### config.mk
export PLATFORM = sky130hd
export DESIGN_NAME = multitone_grid_enumerator_flat
export DESIGN_NICKNAME = d
export VERILOG_FILES = /design/src/hdl/mge_pkg.sv /design/src/hdl/mge_if.sv /design/src/hdl/multitone_grid_enumerator.sv /design/src/flat_wrapper.sv
export SDC_FILE = /design/constraint.sdc
export NUM_CORES = 1
export LEC_CHECK = 0
export ABC_CLOCK_PERIOD_IN_PS = 10500
export BUFFER_PORTS_ARGS = -buffer_cell sky130_fd_sc_hd__buf_2
export CAP_MARGIN = 40
export CORE_UTILIZATION = 30
export CTS_BUF_LIST = sky130_fd_sc_hd__clkbuf_4 sky130_fd_sc_hd__clkbuf_8 sky130_fd_sc_hd__clkbuf_16
export DETAILED_ROUTE_END_ITERATION = 8
export REMOVE_ABC_BUFFERS = 1
export SLEW_MARGIN = 20
export SYNTH_ARGS = -nofsm -noshare
export SYNTH_HDL_FRONTEND = slang
export SYNTH_SLANG_ARGS = --single-unit
### constraint.sdc
create_clock -name clk -period 10.5 [get_ports clk]
set_clock_uncertainty 0.2 [all_clocks]
set_input_delay 2.1 -clock clk [delete_from_list [all_inputs] [get_ports clk]]
set_output_delay 2.1 -clock clk [all_outputs]
set_load 0.05 [all_outputs]
### src/hdl/mge_pkg.sv
// Shared constants and types for the multitone grid enumerator.
// No dependencies; every other file imports this package.
`default_nettype none

package mge_pkg;

	localparam int NUM_TONES  = 4;
	localparam int MAX_HARM   = 15;
	localparam int WEIGHT_W   = 5;
	localparam int HARM_W     = 4;
	localparam int ORDER_W    = 6;
	localparam int COUNT_W    = 3;
	localparam int TONE_IDX_W = $clog2(NUM_TONES);
	localparam int CFG_IDX_W  = 3;
	localparam int CFG_DATA_W = 6;

	typedef logic signed [WEIGHT_W-1:0] weight_t;
	typedef logic [HARM_W-1:0]          harm_t;
	typedef logic [ORDER_W-1:0]         order_t;
	typedef logic [COUNT_W-1:0]         count_t;
	typedef logic [CFG_IDX_W-1:0]       cfg_idx_t;
	typedef logic [CFG_DATA_W-1:0]      cfg_data_t;

	typedef enum logic [CFG_IDX_W-1:0] {
		REG_TONE_COUNT   = 3'd0,
		REG_HARM_FIRST   = 3'd1,
		REG_HARM_SECOND  = 3'd2,
		REG_HARM_THIRD   = 3'd3,
		REG_HARM_FOURTH  = 3'd4,
		REG_MAX_IM_ORDER = 3'd5,
		REG_HYBRID_MODE  = 3'd6
	} cfg_reg_t;

endpackage

`default_nettype wire

### src/hdl/mge_if.sv
// Handshake channels of the grid enumerator: request word in, grid point word out.
// Depends on mge_pkg.
`default_nettype none

interface mge_req_if;
	import mge_pkg::*;

	logic valid;
	logic ready;
	logic restart;

	modport source  (output valid, output restart, input ready);
	modport sink    (input valid, input restart, output ready);
	modport monitor (input valid, input restart, input ready);
endinterface

interface mge_res_if;
	import mge_pkg::*;

	logic    valid;
	logic    ready;
	weight_t weight_first;
	weight_t weight_second;
	weight_t weight_third;
	weight_t weight_fourth;
	order_t  mix_order;
	count_t  nonzero_count;
	logic    is_harmonic;
	logic    kept;
	logic    last;
	logic    exhausted;

	modport source (
		output valid, input ready,
		output weight_first, output weight_second, output weight_third, output weight_fourth,
		output mix_order, output nonzero_count, output is_harmonic, output kept,
		output last, output exhausted
	);
	modport sink (
		input valid, output ready,
		input weight_first, input weight_second, input weight_third, input weight_fourth,
		input mix_order, input nonzero_count, input is_harmonic, input kept,
		input last, input exhausted
	);
	modport monitor (
		input valid, input ready,
		input weight_first, input weight_second, input weight_third, input weight_fourth,
		input mix_order, input nonzero_count, input is_harmonic, input kept,
		input last, input exhausted
	);
endinterface

`default_nettype wire

### src/hdl/multitone_grid_enumerator.sv
// Multitone harmonic grid enumerator: top level, counter, point metrics and result register.
// Depends on mge_pkg and the channel interfaces in mge_if.sv.
`default_nettype none

// Each request word returns exactly one grid point word, in the cycle after it is taken,
// and a request can be taken every cycle: the weight counter, the order sum and the
// carry search are all combinational and the result register sits on the output, so
// the input only stalls while that register holds a word the sink has not yet taken.
// A request with restart set rewinds to the all-zero point; after the point flagged
// last, further requests without restart return words flagged exhausted.
// Configuration writes are only to be made while no word is in flight.
module multitone_grid_enumerator (
	input  wire logic              clk,
	input  wire logic              arst_n,
	input  wire logic              wr_en,
	input  wire mge_pkg::cfg_idx_t  wr_index,
	input  wire mge_pkg::cfg_data_t wr_data,
	mge_req_if.sink                request,
	mge_res_if.source              result
);
	import mge_pkg::*;

	// configuration
	logic [COUNT_W-1:0] tone_count_q;
	harm_t              harm_q [NUM_TONES];
	order_t             max_im_order_q;
	logic               hybrid_mode_q;

	// counter state
	weight_t w_q [NUM_TONES];
	logic    fin_q;

	// result register
	logic    res_valid_q;
	weight_t res_w_q [NUM_TONES];
	order_t  res_order_q;
	count_t  res_nnz_q;
	logic    res_harm_q;
	logic    res_kept_q;
	logic    res_last_q;
	logic    res_exh_q;

	logic                  accept;
	logic                  fin_eff;
	logic [NUM_TONES-1:0]  in_use;
	weight_t               wz [NUM_TONES];
	logic [NUM_TONES-1:0]  can_inc;
	logic [NUM_TONES:0]    pre_zero;
	logic                  found;
	logic [TONE_IDX_W-1:0] chg;
	logic                  all_zero;
	weight_t               w_next [NUM_TONES];
	logic [WEIGHT_W-1:0]   mag [NUM_TONES];
	order_t                order;
	count_t                nnz;
	harm_t                 hmax;
	order_t                immax;
	logic                  keep;

	assign request.ready = !res_valid_q || result.ready;
	assign accept        = request.valid && request.ready;

	always_ff @(posedge clk or negedge arst_n) begin
		if (!arst_n) begin
			tone_count_q   <= COUNT_W'(1);
			max_im_order_q <= '0;
			hybrid_mode_q  <= 1'b0;
			for (int i = 0; i < NUM_TONES; i++) begin
				harm_q[i] <= HARM_W'(1);
			end
		end else if (wr_en) begin
			case (wr_index)
				REG_TONE_COUNT:   tone_count_q   <= wr_data[COUNT_W-1:0];
				REG_HARM_FIRST:   harm_q[0]      <= wr_data[HARM_W-1:0];
				REG_HARM_SECOND:  harm_q[1]      <= wr_data[HARM_W-1:0];
				REG_HARM_THIRD:   harm_q[2]      <= wr_data[HARM_W-1:0];
				REG_HARM_FOURTH:  harm_q[3]      <= wr_data[HARM_W-1:0];
				REG_MAX_IM_ORDER: max_im_order_q <= wr_data[ORDER_W-1:0];
				REG_HYBRID_MODE:  hybrid_mode_q  <= wr_data[0];
				default: ;
			endcase
		end
	end

	// Current point as seen by this word: restart rewinds, unused tones read zero.
	always_comb begin
		fin_eff = request.restart ? 1'b0 : fin_q;
		for (int i = 0; i < NUM_TONES; i++) begin
			// tone count of zero acts as one, larger values clip at NUM_TONES
			in_use[i] = (i == 0) || (COUNT_W'(i) < tone_count_q);
			wz[i]     = (in_use[i] && !request.restart) ? w_q[i] : '0;
			can_inc[i] = in_use[i] &&
				($signed({wz[i][WEIGHT_W-1], wz[i]}) < $signed({2'b00, harm_q[i]}));
		end
	end

	// Carry search: the last tone counts fastest, so take the highest tone that can step.
	always_comb begin
		found = 1'b0;
		chg   = '0;
		for (int i = 0; i < NUM_TONES; i++) begin
			if (can_inc[i]) begin
				found = 1'b1;
				chg   = TONE_IDX_W'(i);
			end
		end
		pre_zero[0] = 1'b1;
		for (int i = 0; i < NUM_TONES; i++) begin
			pre_zero[i+1] = pre_zero[i] && (wz[i] == '0);
		end
		// after the step the stepped weight is zero only if it was minus one
		all_zero = pre_zero[chg] && (wz[chg] == -WEIGHT_W'(1));
		for (int i = 0; i < NUM_TONES; i++) begin
			if (!found || TONE_IDX_W'(i) < chg) begin
				w_next[i] = wz[i];
			end else if (TONE_IDX_W'(i) == chg) begin
				w_next[i] = wz[i] + WEIGHT_W'(1);
			end else if (in_use[i] && !all_zero) begin
				w_next[i] = WEIGHT_W'(-$signed({1'b0, harm_q[i]}));
			end else begin
				w_next[i] = '0;
			end
		end
	end

	// Point metrics and truncation test.
	always_comb begin
		order = '0;
		nnz   = '0;
		hmax  = '0;
		for (int i = 0; i < NUM_TONES; i++) begin
			mag[i] = wz[i][WEIGHT_W-1] ? WEIGHT_W'(-wz[i]) : WEIGHT_W'(wz[i]);
			order  = order + ORDER_W'(mag[i]);
			if (wz[i] != '0) begin
				nnz = nnz + COUNT_W'(1);
			end
			if (in_use[i] && harm_q[i] > hmax) begin
				hmax = harm_q[i];
			end
		end
		immax = (max_im_order_q > ORDER_W'(hmax)) ? max_im_order_q : ORDER_W'(hmax);
		keep  = (max_im_order_q == '0) || (order <= immax) ||
			(hybrid_mode_q && nnz <= COUNT_W'(1));
	end

	always_ff @(posedge clk or negedge arst_n) begin
		if (!arst_n) begin
			fin_q <= 1'b1;
			for (int i = 0; i < NUM_TONES; i++) begin
				w_q[i] <= '0;
			end
		end else if (accept) begin
			if (fin_eff || !found) begin
				fin_q <= 1'b1;
				for (int i = 0; i < NUM_TONES; i++) begin
					w_q[i] <= wz[i];
				end
			end else begin
				fin_q <= 1'b0;
				for (int i = 0; i < NUM_TONES; i++) begin
					w_q[i] <= w_next[i];
				end
			end
		end
	end

	always_ff @(posedge clk or negedge arst_n) begin
		if (!arst_n) begin
			res_valid_q <= 1'b0;
		end else if (accept) begin
			res_valid_q <= 1'b1;
		end else if (result.ready) begin
			res_valid_q <= 1'b0;
		end
	end

	always_ff @(posedge clk) begin
		if (accept) begin
			if (fin_eff) begin
				for (int i = 0; i < NUM_TONES; i++) begin
					res_w_q[i] <= '0;
				end
				res_order_q <= '0;
				res_nnz_q   <= '0;
				res_harm_q  <= 1'b0;
				res_kept_q  <= 1'b0;
				res_last_q  <= 1'b0;
				res_exh_q   <= 1'b1;
			end else begin
				for (int i = 0; i < NUM_TONES; i++) begin
					res_w_q[i] <= wz[i];
				end
				res_order_q <= order;
				res_nnz_q   <= nnz;
				res_harm_q  <= (nnz <= COUNT_W'(1));
				res_kept_q  <= keep;
				res_last_q  <= !found;
				res_exh_q   <= 1'b0;
			end
		end
	end

	assign result.valid         = res_valid_q;
	assign result.weight_first  = res_w_q[0];
	assign result.weight_second = res_w_q[1];
	assign result.weight_third  = res_w_q[2];
	assign result.weight_fourth = res_w_q[3];
	assign result.mix_order     = res_order_q;
	assign result.nonzero_count = res_nnz_q;
	assign result.is_harmonic   = res_harm_q;
	assign result.kept          = res_kept_q;
	assign result.last          = res_last_q;
	assign result.exhausted     = res_exh_q;

endmodule

`default_nettype wire

### src/flat_wrapper.sv
// flat-port wrapper written by rule: the top's interface ports become plain ports
module multitone_grid_enumerator_flat import mge_pkg::*;
  (clk, arst_n, wr_en, wr_index, wr_data, request_valid, request_restart, request_ready, result_valid, result_ready, result_weight_first, result_weight_second, result_weight_third, result_weight_fourth, result_mix_order, result_nonzero_count, result_is_harmonic, result_kept, result_last, result_exhausted);
  mge_req_if request_i ();
  mge_res_if result_i ();
  input  wire logic clk;
  input  wire logic arst_n;
  input  wire logic wr_en;
  input  wire mge_pkg::cfg_idx_t wr_index;
  input  wire mge_pkg::cfg_data_t wr_data;
  input wire logic [$bits(request_i.valid)-1:0] request_valid;
  input wire logic [$bits(request_i.restart)-1:0] request_restart;
  output wire logic [$bits(request_i.ready)-1:0] request_ready;
  output wire logic [$bits(result_i.valid)-1:0] result_valid;
  input wire logic [$bits(result_i.ready)-1:0] result_ready;
  output wire logic [$bits(result_i.weight_first)-1:0] result_weight_first;
  output wire logic [$bits(result_i.weight_second)-1:0] result_weight_second;
  output wire logic [$bits(result_i.weight_third)-1:0] result_weight_third;
  output wire logic [$bits(result_i.weight_fourth)-1:0] result_weight_fourth;
  output wire logic [$bits(result_i.mix_order)-1:0] result_mix_order;
  output wire logic [$bits(result_i.nonzero_count)-1:0] result_nonzero_count;
  output wire logic [$bits(result_i.is_harmonic)-1:0] result_is_harmonic;
  output wire logic [$bits(result_i.kept)-1:0] result_kept;
  output wire logic [$bits(result_i.last)-1:0] result_last;
  output wire logic [$bits(result_i.exhausted)-1:0] result_exhausted;
  assign request_i.valid = request_valid;
  assign request_i.restart = request_restart;
  assign request_ready = request_i.ready;
  assign result_valid = result_i.valid;
  assign result_i.ready = result_ready;
  assign result_weight_first = result_i.weight_first;
  assign result_weight_second = result_i.weight_second;
  assign result_weight_third = result_i.weight_third;
  assign result_weight_fourth = result_i.weight_fourth;
  assign result_mix_order = result_i.mix_order;
  assign result_nonzero_count = result_i.nonzero_count;
  assign result_is_harmonic = result_i.is_harmonic;
  assign result_kept = result_i.kept;
  assign result_last = result_i.last;
  assign result_exhausted = result_i.exhausted;
  multitone_grid_enumerator u_core (.clk(clk), .arst_n(arst_n), .wr_en(wr_en), .wr_index(wr_index), .wr_data(wr_data), .request(request_i), .result(result_i));
endmodule
==> metrics.txt, run 1 <==
# TYPE chip_impl_metric gauge
chip_impl_metric{name="p_leak",unit="nW"} 3.11
chip_impl_metric{name="ctsLongestPathBuffers",unit=""} 2
chip_impl_metric{name="cts-buffers-inserted",unit=""} 9
chip_impl_metric{name="placed_cell_area",unit="um2"} 6620
chip_impl_metric{name="grt_start_max_net_pins",unit=""} 49
chip_impl_info{name="timing_worst_setup_path_type",value="reg2reg"} 1
chip_impl_metric{name="grt.total_usage",unit=""} 0.160
chip_impl_info{name="post_synth_most_frequent_cells",value="60 x nand2_1, 53 x nor2_1, 51 x ha_1"} 1
chip_impl_metric{name="effective_utilization_at_floorplan",unit=""} 0.310
chip_impl_metric{name="power_density",unit="nW/um2"} 250
chip_impl_metric{name="final_period_minus_worst_setup_slack",unit="ns"} 8.05
chip_impl_metric{name="netlist_instances",unit=""} 649
chip_impl_metric{name="initial_antenna_violation_count",unit=""} 0
chip_impl_metric{name="gp_congestion",unit=""} 0.906
chip_impl_metric{name="core_utilization_of_the_finished_layout",unit=""} 0.353
chip_impl_info{name="worst_setup_path_start_kind",value="flip-flop"} 1
chip_impl_metric{name="critical-path-max-stage-delay",unit="ns"} 0.56
chip_impl_info{name="synth_top_area_cell",value="dfrtp_1"} 1
chip_impl_metric{name="synth_warnings",unit=""} 0
chip_impl_metric{name="avgViaCountPerCell",unit=""} 5.29
chip_impl_info{name="highest-signal-layer",value="met4"} 1
chip_impl_metric{name="power.ir.vdd_worst",unit="uV"} 81.7
chip_impl_info{name="rsz_0062_raised_after_global_routing",value="no"} 1
chip_impl_metric{name="report.final.slew_viol_count",unit=""} 0
chip_impl_metric{name="route.final.wire_length",unit="um"} 16100
chip_impl_metric{name="layoutNonFillerInstCount",unit=""} 959
chip_impl_metric{name="routedWlPerCell",unit="um"} 16.8
chip_impl_metric{name="drt.antenna.violating_nets",unit=""} 0
chip_impl_metric{name="clkTransAtPathRegs",unit="ns"} 0.06
chip_impl_info{name="cpMaxStageDelayCell",value="dfstp_2"} 1
chip_impl_metric{name="worst_slack",unit="ns"} 2.45
chip_impl_metric{name="area_of_the_core",unit="um2"} 19800
chip_impl_metric{name="finish.net_count",unit=""} 765
chip_impl_info{name="tritoncts",value="built"} 1
chip_impl_metric{name="fillers",unit=""} 2058
chip_impl_metric{name="flow.area_growth_from_synthesis",unit="%"} 13.6
chip_impl_metric{name="htree_num_levels",unit=""} 3
chip_impl_info{name="hp-class",value="reg2reg"} 1
chip_impl_metric{name="worstSkewPairLatency",unit="ns"} 0.35
chip_impl_metric{name="max_cap_violations",unit=""} 0
chip_impl_metric{name="num_vias",unit=""} 5076
chip_impl_metric{name="setup_viol_count_final",unit=""} 0
chip_impl_metric{name="portBuffers",unit=""} 49
chip_impl_metric{name="synthDominantCellAreaShare",unit=""} 0.171
chip_impl_metric{name="antennaDiodeCount",unit=""} 0
chip_impl_metric{name="slew-limit-headroom",unit=""} 0.504
chip_impl_metric{name="fin_crit_sh",unit=""} 0.766
chip_impl_metric{name="cts.sink_count",unit=""} 81
chip_impl_metric{name="ys_ff_latch",unit=""} 81
chip_impl_metric{name="post-dp-hpwl",unit="um"} 12100
chip_impl_info{name="synth_area_leaders",value="dfrtp_1 17%, edfxtp_1 16%, ha_1 10%"} 1
chip_impl_metric{name="hold_violations",unit=""} 0
chip_impl_metric{name="setup-tns-final",unit="ns"} 0
chip_impl_metric{name="floorplan.rows",unit=""} 51
chip_impl_metric{name="hold_ws",unit="ns"} 0.307
chip_impl_metric{name="post-cts-setup-buffer-count",unit=""} 0
chip_impl_info{name="crit_top_cell",value="ha_1"} 1
chip_impl_metric{name="remaining_drcs",unit=""} 0
chip_impl_info{name="root_buffer",value="clkbuf_16"} 1
chip_impl_metric{name="die_area",unit="um2"} 21000
chip_impl_metric{name="ios",unit=""} 50
chip_impl_metric{name="detail_route.wirelength.met1",unit="um"} 7560
chip_impl_metric{name="detailroute.wirelength.met3",unit="um"} 938
chip_impl_info{name="synthFlopType",value="dfrtp_1"} 1
chip_impl_info{name="critical_path.endpoint_type",value="flip-flop"} 1
chip_impl_metric{name="synth.cell_area",unit="um2"} 6140
chip_impl_metric{name="crit_required",unit="ns"} 10.50
chip_impl_metric{name="final_layout_size_suffix_gt1_frac",unit=""} 0.179
chip_impl_info{name="run_status",value="complete, no violations"} 1
chip_impl_metric{name="overflow",unit=""} 0
chip_impl_metric{name="synth_enable_flop_cells",unit=""} 33
chip_impl_metric{name="drt-pass1-iter-count",unit=""} 5
chip_impl_metric{name="stdcell_area",unit="um2"} 6980
chip_impl_metric{name="place.detailed.instances",unit=""} 942
chip_impl_metric{name="synth.yosys.seq_area_share",unit=""} 0.358
chip_impl_metric{name="crit_fanout",unit=""} 7
chip_impl_metric{name="fmax",unit="MHz"} 124
chip_impl_metric{name="die_x",unit="um"} 145
chip_impl_metric{name="cp.arrival",unit="ns"} 8.04
chip_impl_metric{name="async_reset_ff_frac",unit=""} 0.593
chip_impl_metric{name="synth.lib_cells_used.distinct",unit=""} 89
chip_impl_metric{name="via_count_of_the_first_global_routing_pass",unit=""} 4874
chip_impl_metric{name="hold_buffers",unit=""} 0
chip_impl_metric{name="ctsResizeCount",unit=""} 0
chip_impl_metric{name="drt_iter0_drc",unit=""} 547
chip_impl_info{name="yosysMostFrequentCell",value="nand2_1"} 1
chip_impl_metric{name="syn-mean-instance-area",unit="um2"} 9.46
chip_impl_metric{name="preCtsSetupSlack",unit="ns"} 2.61
chip_impl_metric{name="met2_wirelength",unit="um"} 7240
chip_impl_metric{name="worstMarginPinSlew",unit="ns"} 0.742
chip_impl_metric{name="grt_first_pass_wirelength",unit="um"} 26700
chip_impl_metric{name="totalPowerFinal",unit="mW"} 1.74
chip_impl_metric{name="chipHeight",unit="um"} 145
[cell type report]
cell class                 instances  area (um2)  area share
clock buffer                      10         233      0.0334
clock inverter                     6         115      0.0165
inverter                          45         169      0.0242
multi-input combinational        498        3650       0.523
sequential                        81        2200       0.315
tap                              265         332      0.0475
timing repair buffer              54         278      0.0398
[placed cells by master, fill, tap and decap left out, types with 9 or more instances in the layout]
cell and count:
buf_2 51, dfrtp_1 42, ha_1 51, edfxtp_1 33, xnor2_1 15, nor2b_1 11, and3_1 18, nor3_1 17
inv_1 42, nand3_1 22, fa_1 10, clkbuf_16 9, mux2_2 16, o21ai_0 35, nor2_1 53, a21oi_1 31
xor2_1 9, mux2i_1 9, nand2_1 60
[report_power, final]
group	switching, mW	internal, mW	total (mW)	leakage, nW
clock network	0.138	0.236	0.375	0.167
logic	0.519	0.346	0.865	2.03
registers	0.0910	0.411	0.502	0.913
total	0.748	0.993	1.74	3.11
[kinds of logic (layout without fill, tap and decap cells)]
kind of cell | count (synthesis) | in the layout | share of synthesized area
adder cells (fa/ha/maj) | 61 | 61 | 0.137
XOR/XNOR | 24 | 24 | 0.0342
buffers and inverters | 70 | 115 | 0.0473
AO/OA/AOI/OAI | 157 | 157 | 0.184
AND/OR/NAND/NOR | 228 | 228 | 0.189
multiplexers | 28 | 28 | 0.0505
flip-flops | 81 | 81 | 0.358
[sequential cells by signal, summed over array words and instances (netlist names), 3 cells and up]
name	cells
u_core.result.nonzero_count	3
u_core.w_q	20
u_core.tone_count_q	3
u_core.res_w_q	20
u_core.result.mix_order	6
u_core.max_im_order_q	6
u_core.harm_q	16
[layer usage]
metal	vias up	GRT usage
met1	2429	0.227
met5	-	0
met2	177	0.241
met4	0	0.0632
met3	29	0.0270
li1	2441	-
[path summary, 6_finish.rpt]
path | slack, ns | cells past startpoint | start | endpoint
setup / recovery | 2.45 | 37 | u_core.harm_q[12] | u_core.result.kept
hold / removal | 0.31 | 1 | u_core.max_im_order_q[5] | u_core.max_im_order_q[5]
setup reg to reg | 2.45 | 37 | u_core.harm_q[12] | u_core.result.kept
hold reg to reg | 0.31 | 1 | u_core.max_im_order_q[5] | u_core.max_im_order_q[5]
max in group asynchronous | 7.98 | 2 | arst_n | u_core.w_q[15]
min in group asynchronous | 1.67 | 2 | arst_n | u_core.w_q[10]
[worst max-delay path: cells and delay by family, from the launching register on]
family / cells / cell delay [ns]
AOI/OAI and AO/OA: 17 / 2.83
and+or+nand+nor: 9 / 1.54
muxes: 3 / 0.97
buffers and inverters: 2 / 0.13
DFF: 1 / 0.56
adders and majority gates: 6 / 1.66
Note: power is estimated with default switching activity, not from simulation.
==> inputs of run 2 (changes only) <==
ABC_CLOCK_PERIOD_IN_PS = 7250   (was 10500)
clock period = 7.25 ns   (was 10.5 ns; I/O delays follow)
==> run 2 against run 1 <==
  * The run now ends with negative setup slack left
  * Cell count grew 2.8%
  * First-iteration DRC count decreased by 14%
  * Register-to-register slack worse by 2.5 ns
  * Hold slack got worse by 0.00074 ns
  * Non-clock buffer count is 27 higher
  * Global-route usage is 0.18 points lower
  * Via count rose by 2.3%
  * Cell area grew 4.6%
  * Clock power increased by 33%
  * Die area stayed put
  * Flip-flop and latch count did not move
==> metrics.txt, run 2 (synthesized netlist as in run 1, its figures left out) <==
# TYPE chip_impl_metric gauge
chip_impl_metric{name="portBuffers",unit=""} 49
chip_impl_info{name="layout_commonest_cell",value="nand2_1"} 1
chip_impl_metric{name="internal_power",unit="mW"} 1.54
chip_impl_metric{name="effective_utilization_at_floorplan",unit=""} 0.310
chip_impl_metric{name="crit_fanout",unit=""} 4
chip_impl_metric{name="grt.total_usage",unit=""} 0.158
chip_impl_metric{name="worstSkewPairLatency",unit="ns"} 0.36
chip_impl_metric{name="fin_crit_sh",unit=""} 1.01
chip_impl_metric{name="initial_antenna_violation_count",unit=""} 0
chip_impl_metric{name="multi_input_gate_area",unit="um2"} 3800
chip_impl_metric{name="stdcell_area",unit="um2"} 7300
chip_impl_metric{name="worstMarginPinSlew",unit="ns"} 0.771
chip_impl_metric{name="hold_ws",unit="ns"} 0.306
chip_impl_metric{name="regArea",unit="um2"} 2200
chip_impl_metric{name="setup_viol_count_final",unit=""} 1
chip_impl_metric{name="sequentialPowerShare",unit=""} 0.267
chip_impl_metric{name="placed_cell_area",unit="um2"} 6780
chip_impl_metric{name="remaining_drcs",unit=""} 0
chip_impl_metric{name="max_cap_violations",unit=""} 0
chip_impl_info{name="root_buffer",value="clkbuf_16"} 1
chip_impl_metric{name="layoutNonFillerInstCount",unit=""} 986
chip_impl_metric{name="antennaDiodeCount",unit=""} 0
chip_impl_metric{name="chipHeight",unit="um"} 145
chip_impl_metric{name="drt.antenna.violating_nets",unit=""} 0
chip_impl_metric{name="crit_required",unit="ns"} 7.15
chip_impl_metric{name="drt_iter0_drc",unit=""} 473
chip_impl_info{name="hp-class",value="reg2reg"} 1
chip_impl_metric{name="p_leak",unit="nW"} 3.24
chip_impl_metric{name="power_density",unit="nW/um2"} 370
chip_impl_metric{name="critical-path-max-stage-delay",unit="ns"} 0.55
chip_impl_info{name="regs_by_ff_count",value="u_core.res_w_q x20, u_core.w_q x20, u_core.harm_q x16"} 1
chip_impl_metric{name="avgViaCountPerCell",unit=""} 5.27
chip_impl_info{name="mostFrequentLayoutCells",value="58 x nand2_1, 52 x nor2_1, 51 x buf_2, 44 x ha_1, 42 x dfrtp_1"} 1
chip_impl_metric{name="proportion_of_total_power_due_to_net_switching",unit=""} 0.429
chip_impl_metric{name="flow.area_growth_from_synthesis",unit="%"} 18.9
chip_impl_metric{name="route.final.wire_length",unit="um"} 16500
chip_impl_metric{name="hold_violations",unit=""} 0
chip_impl_metric{name="grt_first_pass_wirelength",unit="um"} 26400
chip_impl_metric{name="area_of_the_core",unit="um2"} 19800
chip_impl_metric{name="final_layout_size_suffix_gt1_frac",unit=""} 0.236
chip_impl_metric{name="ios",unit=""} 50
chip_impl_metric{name="clkTransAtPathRegs",unit="ns"} 0.06
chip_impl_metric{name="worst_slack",unit="ns"} -0.0522
chip_impl_metric{name="cp.arrival",unit="ns"} 7.20
chip_impl_metric{name="gp_congestion",unit=""} 0.911
chip_impl_info{name="rsz_0062_raised_after_global_routing",value="yes"} 1
chip_impl_metric{name="preCtsSetupSlack",unit="ns"} -0.138
chip_impl_info{name="worst_setup_path_start_kind",value="flip-flop"} 1
chip_impl_metric{name="place.detailed.instances",unit=""} 963
chip_impl_metric{name="grt_start_max_net_pins",unit=""} 49
chip_impl_metric{name="post-dp-hpwl",unit="um"} 12300
chip_impl_metric{name="routedWlPerCell",unit="um"} 16.7
chip_impl_info{name="run_status",value="finished, violations left"} 1
chip_impl_info{name="cpMaxStageDelayCell",value="or4_4"} 1
chip_impl_metric{name="cts-buffers-inserted",unit=""} 9
chip_impl_metric{name="report.final.slew_viol_count",unit=""} 0
chip_impl_metric{name="clockPowerShare",unit=""} 0.184
chip_impl_info{name="violations",value="negative setup slack"} 1
chip_impl_metric{name="overflow",unit=""} 0
chip_impl_metric{name="num_vias",unit=""} 5195
chip_impl_metric{name="switching_power",unit="mW"} 1.16
chip_impl_metric{name="ctsLongestPathBuffers",unit=""} 2
chip_impl_info{name="crit_top_cell",value="ha_4"} 1
chip_impl_metric{name="p_comb_frac",unit=""} 0.549
chip_impl_metric{name="via_count_of_the_first_global_routing_pass",unit=""} 5029
chip_impl_info{name="tritoncts",value="built"} 1
chip_impl_metric{name="finish.net_count",unit=""} 792
chip_impl_info{name="critical_path.endpoint_type",value="flip-flop"} 1
chip_impl_metric{name="fmax",unit="MHz"} 137
chip_impl_metric{name="cts.sink_count",unit=""} 81
chip_impl_metric{name="power.ir.vdd_worst",unit="uV"} 104
chip_impl_metric{name="htree_num_levels",unit=""} 3
chip_impl_metric{name="die_area",unit="um2"} 21000
chip_impl_metric{name="floorplan.rows",unit=""} 51
chip_impl_metric{name="slew-limit-headroom",unit=""} 0.485
chip_impl_metric{name="final_period_minus_worst_setup_slack",unit="ns"} 7.30
chip_impl_metric{name="drt-pass1-iter-count",unit=""} 6
chip_impl_info{name="timing_worst_setup_path_type",value="reg2reg"} 1
chip_impl_metric{name="fillers",unit=""} 2003
chip_impl_metric{name="die_x",unit="um"} 145
## run 2: changes by cell type in the layout (fill, tap and decap cells not counted), sizes merged
cell / change
buf: +27
bufinv: -1
clkinv: +1
clkinvlp: +1
inv: -1
## run 2: timing repair
item | 4_1_cts | 5_1_grt
gates cloned | 0 | 0
buffers inserted | 1 | 5
hold buffers | 0 | 0
setup endpoints to repair | 1 | 1
pin swaps | 4 | 29
gates resized for setup | 7 | 26
## run 2: critical path: cells and delay by family, from the launching register on
family	cells	cell delay [ns]
AO/OA/AOI/OAI	17	2.45
AND/OR/NAND/NOR	9	1.60
adder cells (fa/ha/maj)	6	1.36
multiplexers	3	0.86
flip-flops	1	0.38
buffers and inverters	2	0.17
## run 2: path summary, 6_finish.rpt
check	slack, ns	depth (start not counted)	start	endpoint
max in group asynchronous	5.38	2	arst_n	u_core.w_q[1]
worst max register to register	-0.05	37	u_core.harm_q[13]	u_core.result.kept
worst min-delay path	0.31	1	u_core.max_im_order_q[5]	u_core.max_im_order_q[5]
worst min register to register	0.31	1	u_core.max_im_order_q[5]	u_core.max_im_order_q[5]
min in group asynchronous	1.02	2	arst_n	u_core.harm_q[13]
worst max-delay path	-0.05	37	u_core.harm_q[13]	u_core.result.kept
## run 2: per-stage QoR
stage,total power [mW],setup TNS (ns),util
floorplan,1.66,-0.107,-
global placement,2.03,-0.0428,0.343
detailed placement,2.05,-0.138,0.343
CTS,2.57,0,0.361
global route,2.88,-0.304,0.369
finish,2.70,-0.0522,0.369
## run 2: power by group through the flow
stage	sequential, mW	clock (mW)	combinational (mW)
2_1_floorplan	0.787	0	0.878
5_1_grt	0.734	0.522	1.63
6_report	0.720	0.498	1.48
3_3_place_gp	0.721	0	1.31
3_5_place_dp	0.723	0	1.32
4_1_cts	0.715	0.505	1.35
## run 2: final cells by class
type | count | share of cell area
inverters | 45 | 0.0231
flip-flops and latches | 81 | 0.301
clock inverters | 6 | 0.0113
clock buffers | 10 | 0.0319
well taps | 265 | 0.0454
multi-input cells | 498 | 0.521
repair buffers | 81 | 0.0663
## run 2: routing by layer
layer  vias to the layer above  share of wire  GRT usage
li1                       2494              -          -
met1                      2511           0.47      0.217
met2                       169           0.46      0.247
met3                        21          0.047     0.0214
met4                         0          0.021     0.0705
met5                         -              0          0
==> inputs of run 3 (changes only) <==
CORE_MARGIN = 4   (was default)
MAX_ROUTING_LAYER = met4   (was default)
==> run 3 against run 2 <==
  * Critical path type unchanged
  * The flow still finishes with violations (negative setup slack)
  * Clock power fell by 4%
  * Cell count rose by 0.71%
  * Global-route usage fell by 0.55 points
  * Routed wire length rose by 1.1%
==> metrics.txt, run 3 (synthesized netlist as in run 1, its figures left out) <==
# TYPE chip_impl_metric gauge
chip_impl_info{name="run_status",value="finished, violations left"} 1
chip_impl_info{name="violations",value="negative setup slack"} 1
chip_impl_metric{name="grt_start_max_net_pins",unit=""} 49
chip_impl_metric{name="remaining_drcs",unit=""} 0
chip_impl_metric{name="final_period_minus_worst_setup_slack",unit="ns"} 7.29
chip_impl_metric{name="flow.area_growth_from_synthesis",unit="%"} 19.2
chip_impl_metric{name="report.final.slew_viol_count",unit=""} 0
chip_impl_metric{name="drt-pass1-iter-count",unit=""} 5
chip_impl_info{name="timing_worst_setup_path_type",value="reg2reg"} 1
chip_impl_metric{name="final_layout_size_suffix_gt1_frac",unit=""} 0.245
chip_impl_metric{name="preCtsSetupSlack",unit="ns"} -0.205
chip_impl_metric{name="max_cap_violations",unit=""} 0
chip_impl_metric{name="crit_required",unit="ns"} 7.15
chip_impl_metric{name="routedWlPerCell",unit="um"} 16.8
chip_impl_info{name="mostFrequentLayoutCells",value="58 x nand2_1, 51 x buf_2, 50 x nor2_1, 44 x ha_1, 42 x dfrtp_1"} 1
chip_impl_metric{name="effective_utilization_at_floorplan",unit=""} 0.304
chip_impl_info{name="worst_setup_path_start_kind",value="flip-flop"} 1
chip_impl_metric{name="gp_congestion",unit=""} 0.940
chip_impl_metric{name="finish.net_count",unit=""} 794
chip_impl_metric{name="route.final.wire_length",unit="um"} 16700
chip_impl_info{name="regs_by_ff_count",value="u_core.res_w_q x20, u_core.w_q x20, u_core.harm_q x16"} 1
chip_impl_metric{name="core_utilization_of_the_finished_layout",unit=""} 0.363
chip_impl_info{name="root_buffer",value="clkbuf_16"} 1
chip_impl_info{name="layout_commonest_cell",value="nand2_1"} 1
chip_impl_metric{name="chipHeight",unit="um"} 151
chip_impl_metric{name="grt_first_pass_wirelength",unit="um"} 26400
chip_impl_info{name="cpMaxStageDelayCell",value="or4_4"} 1
chip_impl_info{name="worst_hold_path.endpoint",value="u_core.max_im_order_q[5]"} 1
chip_impl_info{name="critical_path.endpoint_type",value="flip-flop"} 1
chip_impl_metric{name="grt.total_usage",unit=""} 0.153
chip_impl_metric{name="num_vias",unit=""} 5185
chip_impl_metric{name="slew-limit-headroom",unit=""} 0.496
chip_impl_metric{name="die_area",unit="um2"} 22800
chip_impl_metric{name="proportion_of_total_power_due_to_net_switching",unit=""} 0.432
chip_impl_metric{name="htree_num_levels",unit=""} 3
chip_impl_metric{name="p_comb_frac",unit=""} 0.554
chip_impl_metric{name="hold_ws",unit="ns"} 0.318
chip_impl_metric{name="p_leak",unit="nW"} 3.25
chip_impl_metric{name="cts-buffers-inserted",unit=""} 9
chip_impl_metric{name="setup_viol_count_final",unit=""} 1
chip_impl_metric{name="switching_power",unit="mW"} 1.16
chip_impl_metric{name="fillers",unit=""} 2038
chip_impl_metric{name="internal_power",unit="mW"} 1.52
chip_impl_info{name="crit_top_cell",value="ha_4"} 1
chip_impl_metric{name="post-dp-hpwl",unit="um"} 12600
chip_impl_metric{name="clockPowerShare",unit=""} 0.178
chip_impl_metric{name="initial_antenna_violation_count",unit=""} 0
chip_impl_metric{name="overflow",unit=""} 0
chip_impl_metric{name="floorplan.rows",unit=""} 52
chip_impl_metric{name="worst_slack",unit="ns"} -0.0413
chip_impl_metric{name="power.ir.vdd_worst",unit="uV"} 97.4
chip_impl_metric{name="critical-path-max-stage-delay",unit="ns"} 0.55
chip_impl_metric{name="drt_iter0_drc",unit=""} 399
chip_impl_metric{name="via_count_of_the_first_global_routing_pass",unit=""} 4937
chip_impl_metric{name="ctsLongestPathBuffers",unit=""} 2
chip_impl_metric{name="worstSkewPairLatency",unit="ns"} 0.35
chip_impl_info{name="critical_path.reg2reg.endpoint",value="u_core.result.kept"} 1
chip_impl_metric{name="fmax",unit="MHz"} 137
chip_impl_metric{name="worst-r2r-setup-slack",unit="ns"} -0.04
chip_impl_info{name="hold_path_startpoint",value="u_core.max_im_order_q[5]"} 1
chip_impl_info{name="crit-reg2reg-launch",value="u_core.harm_q[12]"} 1
chip_impl_info{name="tritoncts",value="built"} 1
chip_impl_metric{name="area_of_the_core",unit="um2"} 20200
chip_impl_metric{name="avgViaCountPerCell",unit=""} 5.22
chip_impl_metric{name="clkTransAtPathRegs",unit="ns"} 0.06
chip_impl_metric{name="rr_worst_depth",unit=""} 37
chip_impl_metric{name="cp.arrival",unit="ns"} 7.19
chip_impl_metric{name="power_density",unit="nW/um2"} 366
chip_impl_metric{name="hold_violations",unit=""} 0
chip_impl_metric{name="setup-tns-final",unit="ns"} -0.0413
chip_impl_metric{name="ios",unit=""} 50
chip_impl_metric{name="crit_fanout",unit=""} 4
chip_impl_metric{name="antennaDiodeCount",unit=""} 0
chip_impl_metric{name="worstMarginPinSlew",unit="ns"} 0.750
chip_impl_metric{name="drt.antenna.violating_nets",unit=""} 0
chip_impl_metric{name="cts.sink_count",unit=""} 81
chip_impl_metric{name="portBuffers",unit=""} 49
chip_impl_metric{name="hold_critical_path_depth",unit=""} 1
chip_impl_metric{name="fin_crit_sh",unit=""} 1.01
chip_impl_info{name="hp-class",value="reg2reg"} 1
chip_impl_metric{name="sequentialPowerShare",unit=""} 0.268
chip_impl_info{name="rsz_0062_raised_after_global_routing",value="yes"} 1
chip_impl_metric{name="die_x",unit="um"} 151
[run 3: cell types whose count changed in the layout (fill, tap and decap cells not counted), sizes merged]
cell      previous run  this run
clkbuf              10        12
bufinv               2         1
clkinv               4         5
buf                 81        83
clkinvlp             2         0
[run 3: final cells by class]
type | instances | area [um2] | area share
multi-input combinational | 498 | 3810 | 0.520
inverter | 45 | 169 | 0.0231
clock inverter | 4 | 52.6 | 0.00718
tap | 270 | 338 | 0.0461
timing repair buffer | 83 | 499 | 0.0682
clock buffer | 12 | 254 | 0.0347
sequential | 81 | 2200 | 0.300
[run 3: through the flow]
step | area, um2 | power (mW) | cells
3_5_place_dp | 6800 | 2.06 | 970
2_1_floorplan | 6020 | 1.66 | 624
5_1_grt | 7320 | 2.89 | 993
6_report | 7320 | 2.68 | 993
4_1_cts | 7160 | 2.58 | 988
3_3_place_gp | 6800 | 2.04 | 969
[run 3: worst max-delay path by stage]
| stage | startpoint | to | slack, ns | cells after the start |
|---|---|---|---|---|
| finish | u_core.harm_q[12] | u_core.result.kept | -0.04 | 37 |
| global route | u_core.harm_q[12] | u_core.result.kept | -0.40 | 37 |
| CTS | u_core.harm_q[12] | u_core.result.kept | 0.004 | 36 |
| detailed placement | u_core.harm_q[12] | u_core.result.kept | -0.20 | 36 |
| global placement | u_core.harm_q[12] | u_core.result.kept | -0.05 | 36 |
| floorplan | u_core.harm_q[12] | u_core.result.kept | -0.11 | 37 |
[run 3: per-layer routing]
| metal | share of wire | track usage | vias up |
|---|---|---|---|
| met3 | 0.051 | 0.0233 | 33 |
| met5 | 0 | - | - |
| met1 | 0.47 | 0.203 | 2487 |
| met4 | 0.027 | 0.0558 | 0 |
| li1 | - | - | 2504 |
| met2 | 0.46 | 0.237 | 161 |
[run 3: power groups by stage]
stage               Clock, mW  Combinational, mW  Sequential, mW
finish                  0.478               1.49           0.719
global route            0.509               1.65           0.731
CTS                     0.488               1.37           0.713
detailed placement          0               1.34           0.721
global placement            0               1.32           0.720
floorplan                   0              0.878           0.787
[run 3: critical path, delay by kind of cell, from the launching register on]
| kind | cells | cell delay (ns) |
|---|---|---|
| AOI/OAI and AO/OA | 17 | 2.46 |
| and+or+nand+nor | 9 | 1.43 |
| adders and majority gates | 6 | 1.37 |
| muxes | 3 | 0.86 |
| DFF | 1 | 0.54 |
| buffers and inverters | 2 | 0.15 |
[run 3: repair_timing]
item | 4_1_cts | 5_1_grt
cloned | 0 | 0
hold buffers | 0 | 0
pin swaps | 3 | 22
setup buffers | 2 | 4
resized for setup | 9 | 27
endpoints found under the setup margin | 1 | 1
